==> src/rtl/stick_circular_deadzone_top_defines.svh <==
// Assertion macros for the stick dead-zone block
`ifndef STICK_CIRCULAR_DEADZONE_TOP_DEFINES_SVH
`define STICK_CIRCULAR_DEADZONE_TOP_DEFINES_SVH
`ifndef SYNTH
`define SCD_ASSERT(label, clk, rst, prop) \
  label: assert property (@(posedge clk) disable iff (rst) (prop)) else $error("assertion failed");
`define SCD_ASSERT_RST(label, clk, prop) \
  label: assert property (@(posedge clk) (prop)) else $error("assertion failed");
`else
`define SCD_ASSERT(label, clk, rst, prop)
`define SCD_ASSERT_RST(label, clk, prop)
`endif
`endif

==> src/rtl/scd_pkg.sv <==
// ----------------------------------------------------------------------------
// scd_pkg
// Shared types and constants for the stick circular dead-zone block.
// ----------------------------------------------------------------------------
`timescale 1ns / 1ps
`default_nettype none
package scd_pkg;
  localparam logic [14:0] FullScale = 15'd32767;
  localparam logic [0:0]  RegRadius = 1'd0;

  // Front-to-back queue entry
  typedef struct packed {
    logic signed [15:0] x;
    logic signed [15:0] y;
    logic        [31:0] sum;
  } front_item_t;

  typedef struct packed {
    logic signed [15:0] scaled_x;
    logic signed [15:0] scaled_y;
    logic        [16:0] scale_q16;
  } result_t;
endpackage
`default_nettype wire

==> src/rtl/scd_stream_if.sv <==
// ----------------------------------------------------------------------------
// scd_stream_if
// Valid/ready channel carrying a generic payload.
// ----------------------------------------------------------------------------
`timescale 1ns / 1ps
`default_nettype none
interface scd_stream_if #(parameter type payload_t = logic [31:0]);
  logic     valid;
  logic     ready;
  payload_t data;
  modport source (output valid, output data, input ready);
  modport sink   (input valid, input data, output ready);
endinterface
`default_nettype wire

==> src/rtl/stick_circular_deadzone_top.sv <==
// Path: front, queue, back. Throughput: one sample per cycle while result.ready
// is high; set by the one-bit-per-stage root and divider pipes.
// Reset: synchronous active-high rst clears all valid bits, the queue and the radius (0).
// Back pressure stalls the back pipe; the queue absorbs the front's in-flight samples.
`timescale 1ns / 1ps
`default_nettype none
`include "stick_circular_deadzone_top_defines.svh"
// ----------------------------------------------------------------------------
// stick_circular_deadzone_top
// Circular dead-zone normalization of two-axis stick samples.
// ----------------------------------------------------------------------------
module stick_circular_deadzone_top (
  input  wire logic        clk,
  input  wire logic        rst,
  scd_stream_if.sink       stick,
  scd_stream_if.source     result,
  input  wire logic        psel,
  input  wire logic        penable,
  input  wire logic        pwrite,
  input  wire logic [2:0]  paddr,
  input  wire logic [31:0] pwdata,
  output logic [31:0]      prdata,
  output logic             pready
);
  logic [14:0]          radius;
  logic                 f_valid, f_ready, q_valid, q_ready;
  scd_pkg::front_item_t f_item, q_item;
  scd_pkg::result_t     res;

  assign pready = 1'b1;

  // Register write and readback
  always_ff @(posedge clk) begin
    if (rst) begin
      radius <= '0;
    end else if (psel && penable && pwrite && paddr[2] == scd_pkg::RegRadius
                 && paddr[1:0] == 2'b00) begin
      radius <= pwdata[14:0];
    end
  end
  assign prdata = (paddr[2] == scd_pkg::RegRadius) ? {17'b0, radius} : '0;

  scd_front u_front (
    .clk, .rst,
    .in_valid (stick.valid), .in_ready (stick.ready),
    .in_x (stick.data[31:16]), .in_y (stick.data[15:0]),
    .out_valid (f_valid), .out_ready (f_ready), .out_item (f_item)
  );

  scd_queue u_queue (
    .clk, .rst,
    .in_valid (f_valid), .in_ready (f_ready), .in_item (f_item),
    .out_valid (q_valid), .out_ready (q_ready), .out_item (q_item)
  );

  scd_back u_back (
    .clk, .rst, .radius,
    .in_valid (q_valid), .in_ready (q_ready), .in_item (q_item),
    .out_valid (result.valid), .out_ready (result.ready), .out_res (res)
  );
  assign result.data = res;

  `SCD_ASSERT(a_scale_max, clk, rst, result.valid |-> res.scale_q16 <= 17'd65536)
  `SCD_ASSERT(a_zero_scale, clk, rst,
    (result.valid && res.scale_q16 == 17'd0) |-> (res.scaled_x == 16'sd0 && res.scaled_y == 16'sd0))
  `SCD_ASSERT_RST(a_reset_radius, clk, $past(rst) |-> radius == 15'd0)
endmodule
`default_nettype wire

==> src/rtl/scd_front.sv <==
// ----------------------------------------------------------------------------
// scd_front
// Accept samples and form the squared magnitude in two registered stages.
// ----------------------------------------------------------------------------
`timescale 1ns / 1ps
`default_nettype none
module scd_front (
  input  wire logic               clk,
  input  wire logic               rst,
  input  wire logic               in_valid,
  output logic                    in_ready,
  input  wire logic signed [15:0] in_x,
  input  wire logic signed [15:0] in_y,
  output logic                    out_valid,
  input  wire logic               out_ready,
  output scd_pkg::front_item_t    out_item
);
  logic               v1, v2;
  logic signed [15:0] x1, y1;
  logic        [30:0] sqx, sqy;
  logic               adv1, adv2;

  assign adv2     = !v2 || out_ready;
  assign adv1     = !v1 || adv2;
  assign in_ready = adv1;

  // Stage 1: squares of the absolute values
  always_ff @(posedge clk) begin
    if (rst) begin
      v1 <= 1'b0;
    end else if (adv1) begin
      v1 <= in_valid;
    end
    if (adv1 && in_valid) begin
      x1  <= in_x;
      y1  <= in_y;
      sqx <= 31'(32'(in_x * in_x));
      sqy <= 31'(32'(in_y * in_y));
    end
  end

  // Stage 2: sum
  always_ff @(posedge clk) begin
    if (rst) begin
      v2 <= 1'b0;
    end else if (adv2) begin
      v2 <= v1;
    end
    if (adv2 && v1) begin
      out_item.x   <= x1;
      out_item.y   <= y1;
      out_item.sum <= {1'b0, sqx} + {1'b0, sqy};
    end
  end
  assign out_valid = v2;
endmodule
`default_nettype wire

==> src/rtl/scd_queue.sv <==
// ----------------------------------------------------------------------------
// scd_queue
// Short FIFO that decouples the front and back sections.
// ----------------------------------------------------------------------------
`timescale 1ns / 1ps
`default_nettype none
`include "stick_circular_deadzone_top_defines.svh"
module scd_queue (
  input  wire logic                 clk,
  input  wire logic                 rst,
  input  wire logic                 in_valid,
  output logic                      in_ready,
  input  wire scd_pkg::front_item_t in_item,
  output logic                      out_valid,
  input  wire logic                 out_ready,
  output scd_pkg::front_item_t      out_item
);
  scd_pkg::front_item_t mem [4];
  logic [1:0] wr_ptr, rd_ptr;
  logic [2:0] count;
  logic       push, pop;

  assign in_ready  = count != 3'd4;
  assign out_valid = count != 3'd0;
  assign push      = in_valid && in_ready;
  assign pop       = out_valid && out_ready;
  assign out_item  = mem[rd_ptr];

  // Store entries
  always_ff @(posedge clk) begin
    if (push) begin
      mem[wr_ptr] <= in_item;
    end
  end

  // Advance pointers and count
  always_ff @(posedge clk) begin
    if (rst) begin
      wr_ptr <= '0;
      rd_ptr <= '0;
      count  <= '0;
    end else begin
      if (push) wr_ptr <= wr_ptr + 2'd1;
      if (pop)  rd_ptr <= rd_ptr + 2'd1;
      count <= count + {2'b0, push} - {2'b0, pop};
    end
  end

  `SCD_ASSERT(a_no_overflow, clk, rst, count <= 3'd4)
  `SCD_ASSERT(a_count_step, clk, rst, (push && !pop) |=> count == $past(count) + 3'd1)
  `SCD_ASSERT(a_ptr_gap, clk, rst, count[1:0] == 2'(wr_ptr - rd_ptr))
endmodule
`default_nettype wire

==> src/rtl/scd_back.sv <==
// ----------------------------------------------------------------------------
// scd_back
// Pipelined square root, divider and axis scaling with output register.
// ----------------------------------------------------------------------------
`timescale 1ns / 1ps
`default_nettype none
module scd_back (
  input  wire logic                 clk,
  input  wire logic                 rst,
  input  wire logic [14:0]          radius,
  input  wire logic                 in_valid,
  output logic                      in_ready,
  input  wire scd_pkg::front_item_t in_item,
  output logic                      out_valid,
  input  wire logic                 out_ready,
  output scd_pkg::result_t          out_res
);
  localparam int SqSteps  = 16;
  localparam int DivSteps = 17;
  localparam int Depth    = SqSteps + 1 + DivSteps + 2;

  logic [Depth-1:0] vld;
  logic             adv;

  // Whole pipeline stalls only when the output is held
  assign adv      = !vld[Depth-1] || out_ready;
  assign in_ready = adv;
  assign out_valid = vld[Depth-1];

  always_ff @(posedge clk) begin
    if (rst) begin
      vld <= '0;
    end else if (adv) begin
      vld <= {vld[Depth-2:0], in_valid};
    end
  end

  // Square root: one result bit per stage
  logic signed [15:0] sq_x   [SqSteps+1];
  logic signed [15:0] sq_y   [SqSteps+1];
  logic        [31:0] sq_rem [SqSteps+1];
  logic        [15:0] sq_root[SqSteps+1];
  assign sq_x[0]    = in_item.x;
  assign sq_y[0]    = in_item.y;
  assign sq_rem[0]  = in_item.sum;
  assign sq_root[0] = '0;

  for (genvar i = 0; i < SqSteps; i++) begin : g_sqrt
    localparam int B = SqSteps - 1 - i;
    logic [33:0] trial;
    logic [31:0] rem_sh;
    always_comb begin
      trial  = ({18'b0, sq_root[i]} << (B + 1)) | (34'd1 << (2 * B));
      rem_sh = sq_rem[i];
    end
    always_ff @(posedge clk) begin
      if (adv) begin
        sq_x[i+1] <= sq_x[i];
        sq_y[i+1] <= sq_y[i];
        if ({2'b0, rem_sh} >= trial) begin
          sq_rem[i+1]  <= 32'({2'b0, rem_sh} - trial);
          sq_root[i+1] <= sq_root[i] | (16'd1 << B);
        end else begin
          sq_rem[i+1]  <= rem_sh;
          sq_root[i+1] <= sq_root[i];
        end
      end
    end
  end

  // Clip, dead-zone test and divider setup
  logic signed [15:0] dv_x [DivSteps+1];
  logic signed [15:0] dv_y [DivSteps+1];
  logic        [32:0] dv_rem[DivSteps+1];
  logic        [15:0] dv_den[DivSteps+1];
  logic        [16:0] dv_q  [DivSteps+1];
  logic        [14:0] mag_c;
  assign mag_c = (sq_root[SqSteps] > {1'b0, scd_pkg::FullScale}) ? scd_pkg::FullScale
               : sq_root[SqSteps][14:0];
  // Inside the dead zone divide zero by one so the quotient stays zero
  always_ff @(posedge clk) begin
    if (adv) begin
      dv_x[0]   <= sq_x[SqSteps];
      dv_y[0]   <= sq_y[SqSteps];
      dv_rem[0] <= (mag_c > radius) ? {2'b0, 15'(mag_c - radius), 16'b0} : '0;
      dv_den[0] <= (mag_c > radius) ? {1'b0, 15'(scd_pkg::FullScale - radius)} : 16'd1;
      dv_q[0]   <= '0;
    end
  end

  // Restoring division: one quotient bit per stage
  for (genvar i = 0; i < DivSteps; i++) begin : g_div
    localparam int B = DivSteps - 1 - i;
    logic [48:0] dsh;
    assign dsh = {33'b0, dv_den[i]} << B;
    always_ff @(posedge clk) begin
      if (adv) begin
        dv_x[i+1]   <= dv_x[i];
        dv_y[i+1]   <= dv_y[i];
        dv_den[i+1] <= dv_den[i];
        if ({16'b0, dv_rem[i]} >= dsh) begin
          dv_rem[i+1] <= 33'({16'b0, dv_rem[i]} - dsh);
          dv_q[i+1]   <= dv_q[i] | (17'd1 << B);
        end else begin
          dv_rem[i+1] <= dv_rem[i];
          dv_q[i+1]   <= dv_q[i];
        end
      end
    end
  end

  // Multiply magnitudes by scale
  logic        [15:0] ax, ay;
  logic        [32:0] px, py;
  logic               nx, ny;
  logic        [16:0] sc;
  assign ax = dv_x[DivSteps][15] ? 16'(-dv_x[DivSteps]) : dv_x[DivSteps];
  assign ay = dv_y[DivSteps][15] ? 16'(-dv_y[DivSteps]) : dv_y[DivSteps];
  always_ff @(posedge clk) begin
    if (adv) begin
      px <= {17'b0, ax} * {16'b0, dv_q[DivSteps]};
      py <= {17'b0, ay} * {16'b0, dv_q[DivSteps]};
      nx <= dv_x[DivSteps][15];
      ny <= dv_y[DivSteps][15];
      sc <= dv_q[DivSteps];
    end
  end

  // Restore sign and register the result
  always_ff @(posedge clk) begin
    if (adv) begin
      out_res.scaled_x  <= nx ? 16'(-px[31:16]) : px[31:16];
      out_res.scaled_y  <= ny ? 16'(-py[31:16]) : py[31:16];
      out_res.scale_q16 <= sc;
    end
  end
endmodule
`default_nettype wire
==> src/flat_wrapper.sv <==
// flat-port wrapper written by rule: the top's interface ports become plain ports
module stick_circular_deadzone_top_flat 
  (clk, rst, psel, penable, pwrite, paddr, pwdata, prdata, pready, stick_valid, stick_data, stick_ready, result_valid, result_data, result_ready);
  scd_stream_if stick_i ();
  scd_stream_if result_i ();
  input  wire logic clk;
  input  wire logic rst;
  input  wire logic psel;
  input  wire logic penable;
  input  wire logic pwrite;
  input  wire logic [2:0] paddr;
  input  wire logic [31:0] pwdata;
  output logic [31:0] prdata;
  output logic pready;
  input wire logic [$bits(stick_i.valid)-1:0] stick_valid;
  input wire logic [$bits(stick_i.data)-1:0] stick_data;
  output wire logic [$bits(stick_i.ready)-1:0] stick_ready;
  output wire logic [$bits(result_i.valid)-1:0] result_valid;
  output wire logic [$bits(result_i.data)-1:0] result_data;
  input wire logic [$bits(result_i.ready)-1:0] result_ready;
  assign stick_i.valid = stick_valid;
  assign stick_i.data = stick_data;
  assign stick_ready = stick_i.ready;
  assign result_valid = result_i.valid;
  assign result_data = result_i.data;
  assign result_i.ready = result_ready;
  stick_circular_deadzone_top u_core (.clk(clk), .rst(rst), .stick(stick_i), .result(result_i), .psel(psel), .penable(penable), .pwrite(pwrite), .paddr(paddr), .pwdata(pwdata), .prdata(prdata), .pready(pready));
endmodule
==> config.mk <==
export PLATFORM = sky130hd
export DESIGN_NAME = stick_circular_deadzone_top_flat
export DESIGN_NICKNAME = d
export VERILOG_FILES = /design/src/rtl/scd_pkg.sv /design/src/rtl/scd_stream_if.sv /design/src/rtl/stick_circular_deadzone_top.sv /design/src/rtl/scd_front.sv /design/src/rtl/scd_queue.sv /design/src/rtl/scd_back.sv /design/src/flat_wrapper.sv
export VERILOG_INCLUDE_DIRS = /design/src /design/src/rtl
export SDC_FILE = /design/constraint.sdc
export NUM_CORES = 2
export LEC_CHECK = 0
export BUFFER_PORTS_ARGS = -buffer_cell sky130_fd_sc_hd__buf_2
export CORE_MARGIN = 2
export CORE_UTILIZATION = 45
export CTS_CLUSTER_SIZE = 28
export DETAILED_ROUTE_END_ITERATION = 8
export MAX_ROUTING_LAYER = met4
export SLEW_MARGIN = 20
export SYNTH_ARGS = -nofsm -noshare
export SYNTH_HDL_FRONTEND = slang
export SYNTH_SLANG_ARGS = --single-unit
==> constraint.sdc <==
create_clock -name clk -period 79.2 [get_ports clk]
set_clock_uncertainty 0.15 [all_clocks]
set_input_delay 11.88 -clock clk [delete_from_list [all_inputs] [get_ports clk]]
set_output_delay 11.88 -clock clk [all_outputs]
set_load 0.02 [all_outputs]
Word level (Yosys, flattened, before mapping) --
Memories as Yosys holds them, arrays and structs flattened. A register that Yosys moved wholly into a read port is not among the register bits. Index checks and enable logic that the tools add are counted.
Word-level totals: register bits after elaboration 1291, memory bits (writable) 1732, input bits 74, memories 5
Operators by class: $add $sub $neg 41, multiply operators 3, order comparisons 35, equal/unequal tests 1, multiplexer cells 164, bitwise operators 35, reduce and logical (&&, ||, !) cells 16
Memories:
- u_core.u_back.dv_rem | words 18, bits a word 33, rd ports 17, clocked after memory_dff 0, wr ports 18, line scd_back.sv:74 | logic [32:0] dv_rem[DivSteps+1];
- u_core.u_back.dv_q | words 18, bits a word 17, rd ports 18, clocked after memory_dff 0, wr ports 18, line scd_back.sv:76 | logic [16:0] dv_q [DivSteps+1];
- u_core.u_back.dv_den | words 18, bits a word 16, rd ports 17, clocked after memory_dff 0, wr ports 18, line scd_back.sv:75 | logic [15:0] dv_den[DivSteps+1];
- u_core.u_back.dv_y | words 18, bits a word 16, rd ports 18, clocked after memory_dff 0, wr ports 18, line scd_back.sv:73 | logic signed [15:0] dv_y [DivSteps+1];
- u_core.u_queue.mem | words 4, bits a word 64, rd ports 1, clocked after memory_dff 1, wr ports 1, line scd_queue.sv:18 | scd_pkg::front_item_t mem [4];
Operators by type and width (count):
- $mux 33 | 17
- $mux 32 | 15
- $mux 17 | 17
- $mux 1 | 106
- $mul 16x16->31 | 2
- $mux 15 | 4
- $or 1x1->1 | 34
- $ge 33x16->1 | 1
- $ge 33x17->1 | 1
- $ge 33x18->1 | 1
- $ge 33x19->1 | 1
- $ge 33x20->1 | 1
- $ge 33x21->1 | 1
- $ge 33x22->1 | 1
- $ge 33x23->1 | 1
- $ge 33x24->1 | 1
- $ge 33x25->1 | 1
- $ge 33x26->1 | 1
- $ge 33x27->1 | 1
- $ge 33x28->1 | 1
- $ge 33x29->1 | 1
- $ge 33x30->1 | 1
- $ge 33x31->1 | 1
- $ge 33x32->1 | 1
- 69 further kinds | 83

Longest topological paths before layout --
An unclocked memory read counts as a cell.
depth after elaboration 6, gate-level depth with buffers 33

Hierarchy --
From an unflattened synthesis, not the netlist that was laid out.
Unflattened totals: cell total of the unflattened synthesis 11943, area total of the unflattened synthesis 159887.1 sq um
Modules (own cells, without submodules):
- scd_back | instances 1, cells an instance 9230, area an instance 125947.0 sq um, sequential area each 79366.1 sq um
- scd_front | instances 1, cells an instance 2228, area an instance 23198.5 sq um, sequential area each 4664.5 sq um
- scd_queue | instances 1, cells an instance 383, area an instance 9779.4 sq um, sequential area each 7867.5 sq um
- stick_circular_deadzone_top | instances 1, cells an instance 102, area an instance 962.2 sq um, sequential area each 300.3 sq um

Least setup slack after synthesis --
No wires, ideal clock.
kind input -> register, from in result_ready, to mem u_core.u_back.dv_den[0][0] (enable), library setup time 3.198 ns, arrival time 67.489 ns, required time 75.852 ns, slack 8.363 ns, stages 5, path buffers 3, cells stage by stage and2b_2 > clkbuf_8 > clkbuf_1 > clkinv_1 > clkbuf_1
RTL lines:
- start, declared | line flat_wrapper.sv:20 | input wire logic [$bits(result_i.ready)-1:0] result_ready;
- end, declared | line scd_back.sv:75

Worst setup path in the final report --
from in paddr[2], to out prdata[8]
Between the ends: cells in the longest elaborated chain, start to end 1
Ends and longest elaborated chain:
- start, declared | line flat_wrapper.sv:11 | input wire logic [2:0] paddr;
- $mux 15 | line stick_circular_deadzone_top.sv:41 | assign prdata = (paddr[2] == scd_pkg::RegRadius) ? {17'b0, radius} : '0;
- end, declared | line flat_wrapper.sv:13 | output logic [31:0] prdata;
No other way between the ends.

==> key figures <==
Synth
  – Seq cells post-synth: 2417
  – Synth Area in Compound Gates: 0.0643
  – Async SR Flop Fraction: 0
  – Primary FF master, synth: edfxtp_1
  – Post-synthesis xor/xnor area fraction: 0.0432
  – Synth cell types: 97
  – Synth Area in Adders: 0.175
  – Cell count after synthesis: 10100
  – Cell area after synthesis: 129000 um^2
  – Largest family of logic cells by synthesized area: adder cells
  – Mean Syn Cell Area: 12.8 um^2
  – Syn. warnings: 0
  – Post-synth EDFFs: 2355
  – Mux cell area share after synthesis: 0.0157
  – Simple-gate portion of the synthesized area: 0.0954
  – Sequential share of the synthesized area: 0.558

Clock tree
  – H-tree levels: 5
  – Clock insertion delay at the later pin of the skew report: 860 ps
  – # hold bufs at CTS: 0
  – CTS root buffer: clkbuf_16
  – Postcts setup bufs: 0
  – Total CTS buffers: 268
  – CTS tree: yes
  – CTS Sinks: 2417
  – Post_cts resized: 0
  – Max Buffers Root-to-Sink: 4
  – Clock-pin slew of the registers on the worst-case setup and hold paths: 60 ps

Cells and area
  – Filler cells: 24300
  – Reg area: 72000 um^2
  – Commonest non-fill, non-tap cells in the layout: edfxtp_1 (2355), inv_1 (1432), nand2_1 (764)
  – Proportion of layout cells with a drive suffix above 1: 0.0719
  – Commonest non-fill, non-tap cell in the layout: edfxtp_1
  – Multi-input logic area: 51100 um^2
  – P&R area growth vs syn: 10.7%
  – Fin nets: 11800

Timing
  – Setup TNS: 0 ps
  – RSZ-0062 raised after global routing: false
  – Slew @ Worst Pin: 1310 ps
  – Max_slew headroom: 0.129
  – Final period util: 0.308
  – Fmax: 41.0 MHz
  – Count of final setup violators: 0
  – Final min period: 24410 ps
  – Fin. max-slew vios: 0
  – Final hold vios: 0

Global route
  – Vias in the first global route: 76400
  – Initial antenna violation count: 11
  – Gr ovfl total: 0
  – Pin count of the biggest net entering global routing: 205
  – Aggregate global-route resource usage: 0.172
  – First-pass GRT wire length: 396 mm

Worst setup path
  – WP data required: 67170 ps
  – Critical path startpoint category: input pin
  – Worst-path maximum fanout: 16
  – Critical Path AT: 12380 ps
  – Worst setup EP type: output port
  – Critical path class: input pin to output port

Die
  – Core Area: 285000 um^2
  – Starting Density: 0.453
  – Row Count: 196
  – DIE WIDTH: 540 um
  – # IOs: 141
  – Height of the die: 540 um
  – Die Area: 291000 um^2

Placed design
  – Gp weighted congestion: 0.882
  – Post-DP HPWL: 173 mm
  – IO Port Bufs: 105

Detailed routing
  – Drt drc: 0
  – Number of vias per cell: 5.14
  – DRT Pass-1 Iters: 6
  – Vias: 73700
  – Final ANT Viol Nets: 0
  – WL final: 243 mm
  – WL/cell: 16.9 um
  – Detailed router's first-iteration violation count: 4638

Hold path
  – Hold/Removal Path Class: register to register

Flow run
  – Max-cap viol count: 0

Status
  – Status: completed
-- path summary, 6_finish.rpt --
| check | from | to | slack (ps) | depth (start not counted) |
|---|---|---|---|---|
| hold reg to reg | u_core.u_back.dv_q[8][6] | u_core.u_back.dv_q[8][23] | 230 | 0 |
| hold / removal | u_core.u_back.dv_q[8][6] | u_core.u_back.dv_q[8][23] | 230 | 0 |
| setup reg to reg | u_core.u_back.dv_y[17][0] | u_core.u_back.py[30] | 70440 | 27 |
| setup / recovery | paddr[2] | prdata[8] | 54790 | 3 |
-- metal layers --
| metal | global-route usage | routed length, um |
|---|---|---|
| met1 | 0.216 | 106000 |
| met2 | 0.287 | 120000 |
| met3 | 0.0210 | 10000 |
| met4 | 0.0576 | 7560 |
| met5 | - | 0 |
-- metrics by stage --
stage | cells | hold slack (ps) | util | cell area [um^2] | worst slack (ps)
final | 14300 | 234 | 0.501 | 143000 | 54790
after global routing | 14300 | 243 | 0.501 | 143000 | 54770
after CTS | 14300 | 230 | 0.500 | 143000 | 54800
after detailed placement | 13800 | 255 | 0.470 | 134000 | 54800
after global placement | 13800 | 251 | 0.470 | 134000 | 54850
after floorplan | 10100 | 250 | - | 129000 | 8360
-- worst max-delay path, stage by stage --
cell,delay [ps]
buf_2,180
nor2_1,140
buf_2,180
-- Yosys cell counts (all sizes together) (37+ instances only) --
cell / n / area, um^2
nand3: 87 / 435
o21ai: 363 / 1820
dfxtp: 62 / 1240
xnor2: 360 / 3150
nor3: 189 / 966
clkbuf: 164 / 626
or2: 47 / 294
and2: 239 / 1500
or3: 50 / 314
a21oi: 430 / 2150
nor2: 582 / 2190
o21a: 96 / 721
ha: 703 / 8800
a211oi: 37 / 278
mux4: 47 / 1060
edfxtp: 2355 / 70700
o31ai: 67 / 503
nor4: 129 / 813
buf: 41 / 244
nand4: 70 / 438
a21o: 134 / 1010
xor2: 276 / 2420
mux2: 62 / 698
fa: 690 / 13800
inv: 1434 / 5380
nand2: 764 / 2870
nor2b: 89 / 557
nand2b: 125 / 782
-- cell type report --
type / count / area share
timing repair buffer: 171 / 0.00791
tap: 3762 / 0.0330
clock buffer: 329 / 0.0497
inverter: 1438 / 0.0378
sequential: 2417 / 0.504
antenna: 6 / 0.000105
multi-input combinational: 6052 / 0.358
clock inverter: 148 / 0.0102
-- cell families after synthesis --
family                   after synthesis
other                                  2
AO/OA/AOI/OAI                       1350
buffers and inverters               1643
multiplexers                         136
flip-flops                          2417
adder cells (fa/ha/maj)             1393
AND/OR/NAND/NOR                     2519
XOR/XNOR                             636
-- state kept, by name, summed over array words and instances (netlist names), 16 cells and up, named ones only --
register	cells
u_core.u_back.dv_rem	407
u_core.u_back.sq_root	16
u_core.u_back.dv_y	288
u_core.u_front.y1	16
u_core.u_back.vld	36
u_core.u_front.out_item	48
u_core.u_queue.mem	192
u_core.u_back.out_res	32
u_core.u_back.dv_den	255
u_core.u_front.sqy	29
u_core.u_back.g_sqrt.trial	120
u_core.u_back.g_sqrt.rem_sh	480
u_core.u_front.sqx	29
u_core.u_back.sq_y	256
u_core.u_back.dv_q	153
u_core.u_back.sc	17
Power is not shown: default switching activity piles up to over one toggle a cycle in this logic, so the estimate is an artifact.
